## src/design/mrd_pkg.sv

```systemverilog
// ----------------------------------------------------------------------------
// mrd_pkg
// Shared types, codes and helpers of the motor ramp and direction controller.
// ----------------------------------------------------------------------------
`default_nettype none

package mrd_pkg;

  localparam int unsigned DataW = 16;
  localparam int unsigned CodeW = 3;
  localparam int unsigned AddrW = 5;
  localparam int unsigned ApbW  = 32;

  typedef logic [DataW-1:0] data_t;
  typedef logic [CodeW-1:0] code_t;
  typedef logic [2:0]       reg_idx_t;

  // ramp machine states
  localparam code_t ST_STOP  = 3'd0;
  localparam code_t ST_DEC   = 3'd1;
  localparam code_t ST_INC   = 3'd2;
  localparam code_t ST_MAINT = 3'd3;

  // directions
  localparam code_t DIR_NONE  = 3'd0;
  localparam code_t DIR_FWD   = 3'd1;
  localparam code_t DIR_BACK  = 3'd2;
  localparam code_t DIR_LEFT  = 3'd3;
  localparam code_t DIR_RIGHT = 3'd4;

  // register map, index = paddr[4:2]
  localparam reg_idx_t REG_DUTY_STEP        = 3'd0;
  localparam reg_idx_t REG_DUTY_MAX         = 3'd1;
  localparam reg_idx_t REG_COUNTER_RESTART  = 3'd2;
  localparam reg_idx_t REG_START_STATE      = 3'd3;
  localparam reg_idx_t REG_START_DIRECTION  = 3'd4;
  localparam reg_idx_t REG_START_LEFT_DUTY  = 3'd5;
  localparam reg_idx_t REG_START_RIGHT_DUTY = 3'd6;
  localparam reg_idx_t REG_START_COUNTER    = 3'd7;

  localparam data_t DUTY_STEP_RST = 16'd1;
  localparam data_t DUTY_MAX_RST  = 16'd255;
  localparam data_t DATA_ZERO     = 16'd0;

  typedef struct packed {
    data_t duty_step;
    data_t duty_max;
    data_t counter_restart;
  } cfg_t;

  // immediate loads of the machine state from start register writes
  typedef struct packed {
    logic  state_ld;
    logic  dir_ld;
    logic  left_ld;
    logic  right_ld;
    logic  count_ld;
    data_t value;
  } load_t;

  typedef struct packed {
    logic  left_fwd_pin;
    logic  left_rev_pin;
    logic  right_fwd_pin;
    logic  right_rev_pin;
    data_t left_duty_out;
    data_t right_duty_out;
    code_t state_out;
    code_t direction_out;
  } res_t;

  function automatic data_t sat_add16(input data_t a, input data_t b);
    logic [DataW:0] sum;
    sum = {1'b0, a} + {1'b0, b};
    return sum[DataW] ? '1 : sum[DataW-1:0];
  endfunction

  function automatic data_t sat_sub16(input data_t a, input data_t b);
    return (a > b) ? (a - b) : DATA_ZERO;
  endfunction

  // steering wins over acceleration, only zero or sign matters
  function automatic code_t decode_req(input logic signed [DataW-1:0] accel,
                                       input logic signed [DataW-1:0] steer);
    code_t req;
    if (steer != '0) begin
      req = steer[DataW-1] ? DIR_LEFT : DIR_RIGHT;
    end else if (accel != '0) begin
      req = accel[DataW-1] ? DIR_BACK : DIR_FWD;
    end else begin
      req = DIR_NONE;
    end
    return req;
  endfunction

endpackage

`default_nettype wire

```

## src/design/mrd_in_if.sv

```systemverilog
// ----------------------------------------------------------------------------
// mrd_in_if
// Request channel: signed acceleration and steering per beat.
// ----------------------------------------------------------------------------
`default_nettype none

interface mrd_in_if;
  import mrd_pkg::*;

  logic                    valid;
  logic                    ready;
  logic signed [DataW-1:0] accel_value;
  logic signed [DataW-1:0] steer_value;

  modport source (output valid, output accel_value, output steer_value, input ready);
  modport sink   (input valid, input accel_value, input steer_value, output ready);
endinterface

`default_nettype wire

```

## src/design/mrd_out_if.sv

```systemverilog
// ----------------------------------------------------------------------------
// mrd_out_if
// Result channel: bridge pins, duties, state and held direction per beat.
// ----------------------------------------------------------------------------
`default_nettype none

interface mrd_out_if;
  import mrd_pkg::*;

  logic  valid;
  logic  ready;
  logic  left_fwd_pin;
  logic  left_rev_pin;
  logic  right_fwd_pin;
  logic  right_rev_pin;
  data_t left_duty_out;
  data_t right_duty_out;
  code_t state_out;
  code_t direction_out;

  modport source (output valid, output left_fwd_pin, output left_rev_pin,
                  output right_fwd_pin, output right_rev_pin,
                  output left_duty_out, output right_duty_out,
                  output state_out, output direction_out, input ready);
  modport sink   (input valid, input left_fwd_pin, input left_rev_pin,
                  input right_fwd_pin, input right_rev_pin,
                  input left_duty_out, input right_duty_out,
                  input state_out, input direction_out, output ready);
endinterface

`default_nettype wire

```

## src/design/motor_ramp_direction_fsm_core.sv

```systemverilog
// ----------------------------------------------------------------------------
// motor_ramp_direction_fsm_core
// Motor ramp and direction controller: request decode, ramp machine, duties.
// ----------------------------------------------------------------------------
//  channel   dir   handshake             payload
//  item_i    in    valid/ready           accel_value, steer_value
//  result_o  out   valid/ready           pins, duties, state_out, direction_out
//  apb       in    psel/penable/pwrite   paddr[4:2] register, pwdata
//
//  one beat per cycle sustained while result_o is not stalled; result_o.valid
//  rises once its beat has passed the request register, then the result register
//  the ramp machine state updates in the same cycle as the result register
//  reset loads the start values; writing a start register loads state at once
//  unless a beat advances in the same cycle, which drops the load; a stalled result
//  holds the result register; the request register still takes one more beat before item_i.ready drops
// ----------------------------------------------------------------------------
`default_nettype none

module motor_ramp_direction_fsm_core (
  input  wire logic                      clk_i,
  input  wire logic                      rst_ni,
  mrd_in_if.sink                         item_i,
  mrd_out_if.source                      result_o,
  input  wire logic                      psel,
  input  wire logic                      penable,
  input  wire logic                      pwrite,
  input  wire logic [mrd_pkg::AddrW-1:0] paddr,
  input  wire logic [mrd_pkg::ApbW-1:0]  pwdata,
  output      logic [mrd_pkg::ApbW-1:0]  prdata,
  output      logic                      pready
);
  import mrd_pkg::*;

  cfg_t  cfg;
  load_t load;
  res_t  res;
  logic  req_valid_q, res_valid_q;
  code_t req_q;
  logic  adv, in_fire;

  assign adv          = req_valid_q && (!res_valid_q || result_o.ready);
  assign item_i.ready = !req_valid_q || adv;
  assign in_fire      = item_i.valid && item_i.ready;

  always_ff @(posedge clk_i or negedge rst_ni) begin
    if (!rst_ni) begin
      req_valid_q <= 1'b0;
      res_valid_q <= 1'b0;
    end else begin
      if (in_fire) begin
        req_valid_q <= 1'b1;
      end else if (adv) begin
        req_valid_q <= 1'b0;
      end
      if (adv) begin
        res_valid_q <= 1'b1;
      end else if (result_o.ready) begin
        res_valid_q <= 1'b0;
      end
    end
  end

  always_ff @(posedge clk_i) begin
    if (in_fire) begin
      req_q <= decode_req(item_i.accel_value, item_i.steer_value);
    end
  end

  mrd_regs u_regs (
    .clk_i   (clk_i),
    .rst_ni  (rst_ni),
    .psel    (psel),
    .penable (penable),
    .pwrite  (pwrite),
    .paddr   (paddr),
    .pwdata  (pwdata),
    .prdata  (prdata),
    .pready  (pready),
    .cfg_o   (cfg),
    .load_o  (load)
  );

  mrd_ramp u_ramp (
    .clk_i  (clk_i),
    .rst_ni (rst_ni),
    .cfg_i  (cfg),
    .load_i (load),
    .adv_i  (adv),
    .req_i  (req_q),
    .res_o  (res)
  );

  assign result_o.valid          = res_valid_q;
  assign result_o.left_fwd_pin   = res.left_fwd_pin;
  assign result_o.left_rev_pin   = res.left_rev_pin;
  assign result_o.right_fwd_pin  = res.right_fwd_pin;
  assign result_o.right_rev_pin  = res.right_rev_pin;
  assign result_o.left_duty_out  = res.left_duty_out;
  assign result_o.right_duty_out = res.right_duty_out;
  assign result_o.state_out      = res.state_out;
  assign result_o.direction_out  = res.direction_out;

endmodule

`default_nettype wire

```

## src/design/mrd_regs.sv

```systemverilog
// ----------------------------------------------------------------------------
// mrd_regs
// APB register file: ramp settings and start values with immediate load.
// ----------------------------------------------------------------------------
`default_nettype none

module mrd_regs (
  input  wire logic                  clk_i,
  input  wire logic                  rst_ni,
  input  wire logic                  psel,
  input  wire logic                  penable,
  input  wire logic                  pwrite,
  input  wire logic [mrd_pkg::AddrW-1:0] paddr,
  input  wire logic [mrd_pkg::ApbW-1:0]  pwdata,
  output      logic [mrd_pkg::ApbW-1:0]  prdata,
  output      logic                  pready,
  output      mrd_pkg::cfg_t         cfg_o,
  output      mrd_pkg::load_t        load_o
);
  import mrd_pkg::*;

  data_t    step_q, max_q, restart_q;
  code_t    st_state_q, st_dir_q;
  data_t    st_left_q, st_right_q, st_count_q;
  reg_idx_t idx;
  logic     wr_en;

  assign pready = 1'b1;
  assign idx    = paddr[AddrW-1:2];
  assign wr_en  = psel && penable && pwrite;

  always_ff @(posedge clk_i or negedge rst_ni) begin
    if (!rst_ni) begin
      step_q     <= DUTY_STEP_RST;
      max_q      <= DUTY_MAX_RST;
      restart_q  <= DATA_ZERO;
      st_state_q <= ST_STOP;
      st_dir_q   <= DIR_NONE;
      st_left_q  <= DATA_ZERO;
      st_right_q <= DATA_ZERO;
      st_count_q <= DATA_ZERO;
    end else if (wr_en) begin
      unique case (idx)
        REG_DUTY_STEP:        step_q     <= pwdata[DataW-1:0];
        REG_DUTY_MAX:         max_q      <= pwdata[DataW-1:0];
        REG_COUNTER_RESTART:  restart_q  <= pwdata[DataW-1:0];
        REG_START_STATE:      st_state_q <= pwdata[CodeW-1:0];
        REG_START_DIRECTION:  st_dir_q   <= pwdata[CodeW-1:0];
        REG_START_LEFT_DUTY:  st_left_q  <= pwdata[DataW-1:0];
        REG_START_RIGHT_DUTY: st_right_q <= pwdata[DataW-1:0];
        REG_START_COUNTER:    st_count_q <= pwdata[DataW-1:0];
      endcase
    end
  end

  always_comb begin
    prdata = '0;
    unique case (idx)
      REG_DUTY_STEP:        prdata[DataW-1:0] = step_q;
      REG_DUTY_MAX:         prdata[DataW-1:0] = max_q;
      REG_COUNTER_RESTART:  prdata[DataW-1:0] = restart_q;
      REG_START_STATE:      prdata[CodeW-1:0] = st_state_q;
      REG_START_DIRECTION:  prdata[CodeW-1:0] = st_dir_q;
      REG_START_LEFT_DUTY:  prdata[DataW-1:0] = st_left_q;
      REG_START_RIGHT_DUTY: prdata[DataW-1:0] = st_right_q;
      REG_START_COUNTER:    prdata[DataW-1:0] = st_count_q;
    endcase
  end

  assign cfg_o.duty_step       = step_q;
  assign cfg_o.duty_max        = max_q;
  assign cfg_o.counter_restart = restart_q;

  assign load_o.state_ld = wr_en && (idx == REG_START_STATE);
  assign load_o.dir_ld   = wr_en && (idx == REG_START_DIRECTION);
  assign load_o.left_ld  = wr_en && (idx == REG_START_LEFT_DUTY);
  assign load_o.right_ld = wr_en && (idx == REG_START_RIGHT_DUTY);
  assign load_o.count_ld = wr_en && (idx == REG_START_COUNTER);
  assign load_o.value    = pwdata[DataW-1:0];

endmodule

`default_nettype wire

```

## src/design/mrd_ramp.sv

```systemverilog
// ----------------------------------------------------------------------------
// mrd_ramp
// Ramp machine, ramp counter, duties and result register.
// ----------------------------------------------------------------------------
`default_nettype none

module mrd_ramp (
  input  wire logic           clk_i,
  input  wire logic           rst_ni,
  input  wire mrd_pkg::cfg_t  cfg_i,
  input  wire mrd_pkg::load_t load_i,
  input  wire logic           adv_i,
  input  wire mrd_pkg::code_t req_i,
  output      mrd_pkg::res_t  res_o
);
  import mrd_pkg::*;

  code_t          state_q, dir_q;
  data_t          left_q, right_q, count_q;
  code_t          state_d, dir_d, ns, nd;
  data_t          left_d, right_d, count_d, cnt_new;
  data_t          cnt1, cnt2;
  logic [DataW:0] limit;
  logic           hit1, real_dir, commit;
  res_t           res_d, res_q;

  assign cnt1     = sat_add16(count_q, cfg_i.duty_step);
  assign cnt2     = sat_add16(cnt1, cfg_i.duty_step);
  assign limit    = {1'b0, cfg_i.duty_max} + {1'b0, cfg_i.duty_step};
  assign hit1     = ({1'b0, cnt1} == limit);
  assign real_dir = (dir_q >= DIR_FWD) && (dir_q <= DIR_RIGHT);

  always_comb begin
    ns      = state_q;
    nd      = dir_q;
    cnt_new = count_q;
    commit  = 1'b0;
    unique if (state_q == ST_STOP && dir_q == DIR_NONE && req_i != DIR_NONE) begin
      ns      = ST_INC;
      nd      = req_i;
      cnt_new = cnt1;
      commit  = 1'b1;
    end else if ((state_q == ST_INC || state_q == ST_MAINT) && real_dir) begin
      nd = dir_q;
      if (req_i == dir_q) begin
        ns = ST_MAINT;
        if (state_q == ST_INC) begin
          // ramp up ends only when the counter lands on the limit
          cnt_new = hit1 ? cfg_i.counter_restart : cnt1;
          commit  = hit1;
        end else begin
          commit = 1'b1;
        end
      end else begin
        // leaving increase bumps the counter twice, leaving maintain bumps it once
        ns      = ST_DEC;
        cnt_new = (state_q == ST_INC) ? cnt2 : cnt1;
        commit  = 1'b1;
      end
    end else if (state_q == ST_DEC && real_dir) begin
      ns      = ST_STOP;
      nd      = DIR_NONE;
      cnt_new = hit1 ? cfg_i.counter_restart : cnt1;
      commit  = hit1;
    end else begin
      commit = 1'b0;
    end
  end

  always_comb begin
    state_d = commit ? ns : state_q;
    dir_d   = commit ? nd : dir_q;
    count_d = cnt_new;
    left_d  = left_q;
    right_d = right_q;
    if (state_d == ST_INC) begin
      left_d  = sat_add16(left_q, cfg_i.duty_step);
      right_d = sat_add16(right_q, cfg_i.duty_step);
    end else if (state_d == ST_DEC) begin
      left_d  = sat_sub16(left_q, cfg_i.duty_step);
      right_d = sat_sub16(right_q, cfg_i.duty_step);
    end
  end

  always_comb begin
    res_d                = '0;
    res_d.left_duty_out  = left_d;
    res_d.right_duty_out = right_d;
    res_d.state_out      = state_d;
    res_d.direction_out  = dir_d;
    // none and unknown directions leave every pin low
    unique case (dir_d)
      DIR_FWD: begin
        res_d.left_rev_pin  = 1'b1;
        res_d.right_rev_pin = 1'b1;
      end
      DIR_BACK: begin
        res_d.left_fwd_pin  = 1'b1;
        res_d.right_fwd_pin = 1'b1;
      end
      DIR_LEFT: begin
        res_d.left_fwd_pin  = 1'b1;
        res_d.right_rev_pin = 1'b1;
      end
      DIR_RIGHT: begin
        res_d.left_rev_pin  = 1'b1;
        res_d.right_fwd_pin = 1'b1;
      end
      default: res_d.left_fwd_pin = 1'b0;
    endcase
  end

  always_ff @(posedge clk_i or negedge rst_ni) begin
    if (!rst_ni) begin
      state_q <= ST_STOP;
      dir_q   <= DIR_NONE;
      left_q  <= DATA_ZERO;
      right_q <= DATA_ZERO;
      count_q <= DATA_ZERO;
    end else if (adv_i) begin
      state_q <= state_d;
      dir_q   <= dir_d;
      left_q  <= left_d;
      right_q <= right_d;
      count_q <= count_d;
    end else begin
      if (load_i.state_ld) begin
        state_q <= load_i.value[CodeW-1:0];
      end
      if (load_i.dir_ld) begin
        dir_q <= load_i.value[CodeW-1:0];
      end
      if (load_i.left_ld) begin
        left_q <= load_i.value;
      end
      if (load_i.right_ld) begin
        right_q <= load_i.value;
      end
      if (load_i.count_ld) begin
        count_q <= load_i.value;
      end
    end
  end

  always_ff @(posedge clk_i) begin
    if (adv_i) begin
      res_q <= res_d;
    end
  end

  assign res_o = res_q;

  a_hold_idle: assert property (@(posedge clk_i) disable iff (!rst_ni)
    !adv_i && !load_i.state_ld && !load_i.dir_ld |=> $stable(state_q) && $stable(dir_q))
    else $error("ramp state moved without a beat or a load");

  a_stop_clears_dir: assert property (@(posedge clk_i) disable iff (!rst_ni)
    adv_i && state_q == ST_DEC && state_d == ST_STOP |=> dir_q == DIR_NONE)
    else $error("stop entered with a held direction");

  a_result_tracks: assert property (@(posedge clk_i) disable iff (!rst_ni)
    adv_i |=> res_q.state_out == state_q && res_q.direction_out == dir_q
              && res_q.left_duty_out == left_q)
    else $error("result register out of step with machine state");

  a_bridge_safe: assert property (@(posedge clk_i) disable iff (!rst_ni)
    adv_i |-> !(res_d.left_fwd_pin && res_d.left_rev_pin)
              && !(res_d.right_fwd_pin && res_d.right_rev_pin))
    else $error("bridge driven high on both pins");

endmodule

`default_nettype wire

```

## src/flat_wrapper.sv

```systemverilog
// flat-port wrapper written by rule: the top's interface ports become plain ports
module motor_ramp_direction_fsm_core_flat import mrd_pkg::*;
  (clk_i, rst_ni, psel, penable, pwrite, paddr, pwdata, prdata, pready, item_i_valid, item_i_accel_value, item_i_steer_value, item_i_ready, result_o_valid, result_o_left_fwd_pin, result_o_left_rev_pin, result_o_right_fwd_pin, result_o_right_rev_pin, result_o_left_duty_out, result_o_right_duty_out, result_o_state_out, result_o_direction_out, result_o_ready);
  mrd_in_if item_i_i ();
  mrd_out_if result_o_i ();
  input  wire logic clk_i;
  input  wire logic rst_ni;
  input  wire logic psel;
  input  wire logic penable;
  input  wire logic pwrite;
  input  wire logic [mrd_pkg::AddrW-1:0] paddr;
  input  wire logic [mrd_pkg::ApbW-1:0] pwdata;
  output      logic [mrd_pkg::ApbW-1:0] prdata;
  output      logic pready;
  input wire logic [$bits(item_i_i.valid)-1:0] item_i_valid;
  input wire logic [$bits(item_i_i.accel_value)-1:0] item_i_accel_value;
  input wire logic [$bits(item_i_i.steer_value)-1:0] item_i_steer_value;
  output wire logic [$bits(item_i_i.ready)-1:0] item_i_ready;
  output wire logic [$bits(result_o_i.valid)-1:0] result_o_valid;
  output wire logic [$bits(result_o_i.left_fwd_pin)-1:0] result_o_left_fwd_pin;
  output wire logic [$bits(result_o_i.left_rev_pin)-1:0] result_o_left_rev_pin;
  output wire logic [$bits(result_o_i.right_fwd_pin)-1:0] result_o_right_fwd_pin;
  output wire logic [$bits(result_o_i.right_rev_pin)-1:0] result_o_right_rev_pin;
  output wire logic [$bits(result_o_i.left_duty_out)-1:0] result_o_left_duty_out;
  output wire logic [$bits(result_o_i.right_duty_out)-1:0] result_o_right_duty_out;
  output wire logic [$bits(result_o_i.state_out)-1:0] result_o_state_out;
  output wire logic [$bits(result_o_i.direction_out)-1:0] result_o_direction_out;
  input wire logic [$bits(result_o_i.ready)-1:0] result_o_ready;
  assign item_i_i.valid = item_i_valid;
  assign item_i_i.accel_value = item_i_accel_value;
  assign item_i_i.steer_value = item_i_steer_value;
  assign item_i_ready = item_i_i.ready;
  assign result_o_valid = result_o_i.valid;
  assign result_o_left_fwd_pin = result_o_i.left_fwd_pin;
  assign result_o_left_rev_pin = result_o_i.left_rev_pin;
  assign result_o_right_fwd_pin = result_o_i.right_fwd_pin;
  assign result_o_right_rev_pin = result_o_i.right_rev_pin;
  assign result_o_left_duty_out = result_o_i.left_duty_out;
  assign result_o_right_duty_out = result_o_i.right_duty_out;
  assign result_o_state_out = result_o_i.state_out;
  assign result_o_direction_out = result_o_i.direction_out;
  assign result_o_i.ready = result_o_ready;
  motor_ramp_direction_fsm_core u_core (.clk_i(clk_i), .rst_ni(rst_ni), .item_i(item_i_i), .result_o(result_o_i), .psel(psel), .penable(penable), .pwrite(pwrite), .paddr(paddr), .pwdata(pwdata), .prdata(prdata), .pready(pready));
endmodule
```

## config.mk

```make
export PLATFORM = sky130hd
export DESIGN_NAME = motor_ramp_direction_fsm_core_flat
export DESIGN_NICKNAME = d
export VERILOG_FILES = /design/src/design/mrd_pkg.sv /design/src/design/mrd_in_if.sv /design/src/design/mrd_out_if.sv /design/src/design/motor_ramp_direction_fsm_core.sv /design/src/design/mrd_regs.sv /design/src/design/mrd_ramp.sv /design/src/flat_wrapper.sv
export SDC_FILE = /design/constraint.sdc
export NUM_CORES = 1
export LEC_CHECK = 0
export ABC_AREA = 1
export BUFFER_PORTS_ARGS = -buffer_cell sky130_fd_sc_hd__buf_2
export CELL_PAD_IN_SITES_DETAIL_PLACEMENT = 1
export CELL_PAD_IN_SITES_GLOBAL_PLACEMENT = 1
export CORE_MARGIN = 1.5
export CORE_UTILIZATION = 44
export CTS_BUF_LIST = sky130_fd_sc_hd__clkbuf_16
export DETAILED_ROUTE_END_ITERATION = 12
export GPL_TIMING_DRIVEN = 0
export PLACE_DENSITY_LB_ADDON = 0.3
export REMOVE_ABC_BUFFERS = 1
export SYNTH_ARGS = -nofsm -noshare
export SYNTH_HDL_FRONTEND = slang
export SYNTH_SLANG_ARGS = --single-unit
export TNS_END_PERCENT = 50
```

## constraint.sdc

```tcl
create_clock -name clk_i -period 4.6 [get_ports clk_i]
set_input_delay 0.23 -clock clk_i [delete_from_list [all_inputs] [get_ports clk_i]]
set_output_delay 0.23 -clock clk_i [all_outputs]
set_load 0.01 [all_outputs]
```

==> out/results.ini <==
[run_status]
status = complete, no violations

[synthesis]
syn_avg_cell_area_um2 = 6.952
ys_ff_latch = 203
syn_inst = 2392
yosysUniqueCellTypes = 55
synth_ff_type = dfrtp_1
yosysSeqAreaShare_pct = 31.97
synth_edf_count = 45
synthArstFlopShare_pct = 77.83
synth.cell_area_um2 = 16630
yosys_warnings = 0

[global_routing]
grt_pass1_vias = 17860
grt_usage_pct = 34.70
grt_first_pass_wirelength_um = 103000
grt_max_degree = 115
grt.overflow.total = 0
antenna_found_initial = 0

[sta]
finalCriticalPeriod_ns = 4.473
fmax_mhz = 223.6
skew_ns = 0.01620
hold_viol_final = 0
final.period_utilization_pct = 97.24
relSlewSlack_pct = 11.25
rsz0062_at_grt = yes
worst_pin_slew_ns = 1.328
slew_viol_final = 0
setup_viol = 0

[clock_tree]
clk_pin_slew_worst_paths_ns = 0.06
cts_buffers = 23
ctsHtreeMaxLevel = 1
cts_tree = done
cts_buffer_depth = 3
cts.sinks = 203
insertion_delay_ns = 0.55
root_buffer = clkbuf_16

[detailed_routing]
wl_met3_um = 6270
drcViolationCount = 0
top_layer = met4
vias = 17880
wl_met1_um = 28900
via_per_inst = 5.888
drtIter0Drc = 1479
drt_wl_total_um = 68880
post_drt_wl_per_cell_um = 22.68
wl_met2_um = 29820
antenna_left = 0
firstDrtPassIters = 5

[power_and_ir_drop]
p_clk_share_pct = 11.4
power_mw = 15.20
max-vdd-ir-drop_mv = 0.3838
power_density_nw_per_um2 = 797.9
switchingPower_mw = 8.213
p_int_mw = 6.987
p_leak_nw = 9.439
seq_power_share_pct = 21.7
switching_share_pct = 54.03
pwr-share-comb_pct = 66.9

[job]
maxCapViolCount = 0

[finish]
final_area_um2 = 19050
syn_to_final_growth_pct = 14.56
utilization_pct = 50.94
nFillCells = 4867
antenna_cells = 0
multi_input_area_um2 = 10010
drive_above_1_share_pct = 11.40
final-seq-area_um2 = 5351
nets = 2706

[place]
place_congestion = 0.9700
dpl_cell_area_um2 = 17660
hpwl_um = 48250
port_buffers = 117

[die]
rows = 71
boundaryPins = 153
start_util_pct = 44.46
die_h_um = 197.4
die-area_um2 = 38970
core-area_um2 = 37400
fp.dieW_um = 197.4

[setup_path]
reg2reg_depth = 10
reg2reg_from = u_core.u_ramp.dir_q[2]
reg2reg_slack_ns = 0.13
end_kind = register
critPathLaunchType = register
arrival_ns = 4.76
path_max_fanout = 14
worstSetupPathType = register to register
critPathRequiredTime_ns = 4.89
reg2reg_to = u_core.u_ramp.res_o[7]

[min_path]
min_to = u_core.req_q[2]
hold_start = item_i_steer_value[15]
whs_path_depth = 2
hp-class = input pin to register

==> metal layers <==
metal / vias to the layer above / GRT usage, %
met1: 8765 / 46.71
met3: 203 / 6.283
li1: 8112 / -
met5: - / 0
met4: 0 / 16.79
met2: 802 / 53.73
==> worst max path at each step <==
stage	startpoint	endpoint	slack [ns]	depth (start not counted)
floorplan	u_core.result_o.valid	u_core.u_ramp.left_q[0]	-0.10	9
global placement	result_o_ready	u_core.u_ramp.right_q[13]	-3.50	10
detailed placement	u_core.u_regs.step_q[11]	u_core.u_ramp.res_o[23]	-1.72	18
CTS	u_core.u_regs.step_q[0]	u_core.u_ramp.res_o[23]	-0.02	22
global route	u_core.u_regs.step_q[13]	u_core.u_ramp.count_q[14]	-0.03	24
finish	u_core.u_ramp.dir_q[2]	u_core.u_ramp.res_o[7]	0.13	10
==> layout make-up <==
| class | instances | area share [%] |
|---|---|---|
| clock buffers | 24 | 3.153 |
| clock inverters | 16 | 0.4007 |
| inverters | 311 | 6.194 |
| multi-input cells | 1800 | 52.54 |
| flip-flops and latches | 203 | 28.09 |
| well taps | 511 | 3.356 |
| repair buffers | 172 | 6.266 |
==> repair_timing <==
action / in CTS / in global routing
gates cloned: 3 / 2
hold buffers: 20 / 0
hold endpoints to repair: 68 / 0
buffers inserted: 17 / 6
pin swaps: 6 / 5
endpoints found under the setup margin: 91 / 83
gates resized for setup: 23 / 49
==> worst max-delay path, cell delays in order, from the launching register on <==
cell and delay (ns):
dfrtp_1 0.41, nor3_1 0.64, nand4_1 0.82, clkinvlp_4 0.64, a21oi_2 0.09, nor2_1 0.65, nand3_4 0.30, nor2_4 0.19
buf_4 0.21, nand2_1 0.08, and2_1 0.18
==> cells in the mapped netlist, types with 18 or more instances <==
cell | n | share of area, %
buf_4 | 21 | 0.95
nor3_1 | 29 | 0.87
nand3_1 | 199 | 6.0
nor2_1 | 200 | 4.5
a21oi_1 | 151 | 4.5
clkbuf_1 | 58 | 1.3
o211ai_1 | 18 | 0.81
edfxtp_1 | 45 | 8.1
nand2_1 | 627 | 14
ha_1 | 112 | 8.4
and2_1 | 32 | 1.2
inv_1 | 305 | 6.9
nand4_1 | 21 | 0.79
a22oi_1 | 22 | 0.99
xor2_1 | 44 | 2.3
dfrtp_1 | 149 | 22
o21ai_0 | 163 | 4.9
==> logic make-up after synthesis <==
group           count (synthesis)  share of synthesized area [%]
simple gates                 1147                          29.41
buf+inv                       409                          10.03
compound gates                447                          15.77
mux                            10                         0.6020
other cells                     2                        0.04516
flops                         203                          31.97
fa+ha+maj                     119                          9.270
xor+xnor                       55                          2.897
==> power groups by stage <==
stage                     clock [mW]  sequential (mW)  combinational [mW]
after global routing            1.80             3.35                11.2
final                           1.73             3.30                10.2
after detailed placement           0             3.28                9.24
after floorplan                    0             3.09                6.44
after CTS                       1.74             3.26                9.64
after global placement             0             3.26                8.84
==> cells in the final DEF (no fill, tap or decap), types with 24 or more instances in the layout <==
| cell type | count |
|---|---|
| o21ai_0 | 162 |
| dfrtp_1 | 134 |
| clkbuf_16 | 24 |
| xor2_1 | 44 |
| ha_1 | 100 |
| and2_1 | 31 |
| nor2_1 | 190 |
| a21oi_1 | 149 |
| inv_1 | 308 |
| edfxtp_1 | 45 |
| nand2_1 | 619 |
| nand3_1 | 197 |
| buf_2 | 116 |
==> through the flow <==
step           instances  setup WS, ns  setup TNS (ns)  hold WS [ns]
6_report            3037        0.1269               0      0.006820
5_1_grt             3037      -0.03181        -0.03181       0.02401
4_1_cts             3029      -0.02116        -0.02147      0.002108
3_5_place_dp        2949        -1.722         -119.54        0.1595
3_3_place_gp        2937        -3.499         -236.87        0.4544
2_1_floorplan       2309       -0.1020          -1.064      -0.06559
==> state kept, by name, indices dropped and copies added, names as in the netlist, 16 cells and up <==
register / count
u_core.u_ramp.count_q: 16
u_core.u_regs.st_left_q: 16
u_core.u_regs.st_right_q: 16
u_core.u_regs.restart_q: 16
u_core.u_ramp.right_q: 16
u_core.u_regs.max_q: 16
u_core.u_ramp.res_o: 42
u_core.u_ramp.left_q: 16
u_core.u_regs.st_count_q: 16
u_core.u_regs.step_q: 16
No activity file was read; power rests on OpenSTA's default activity.
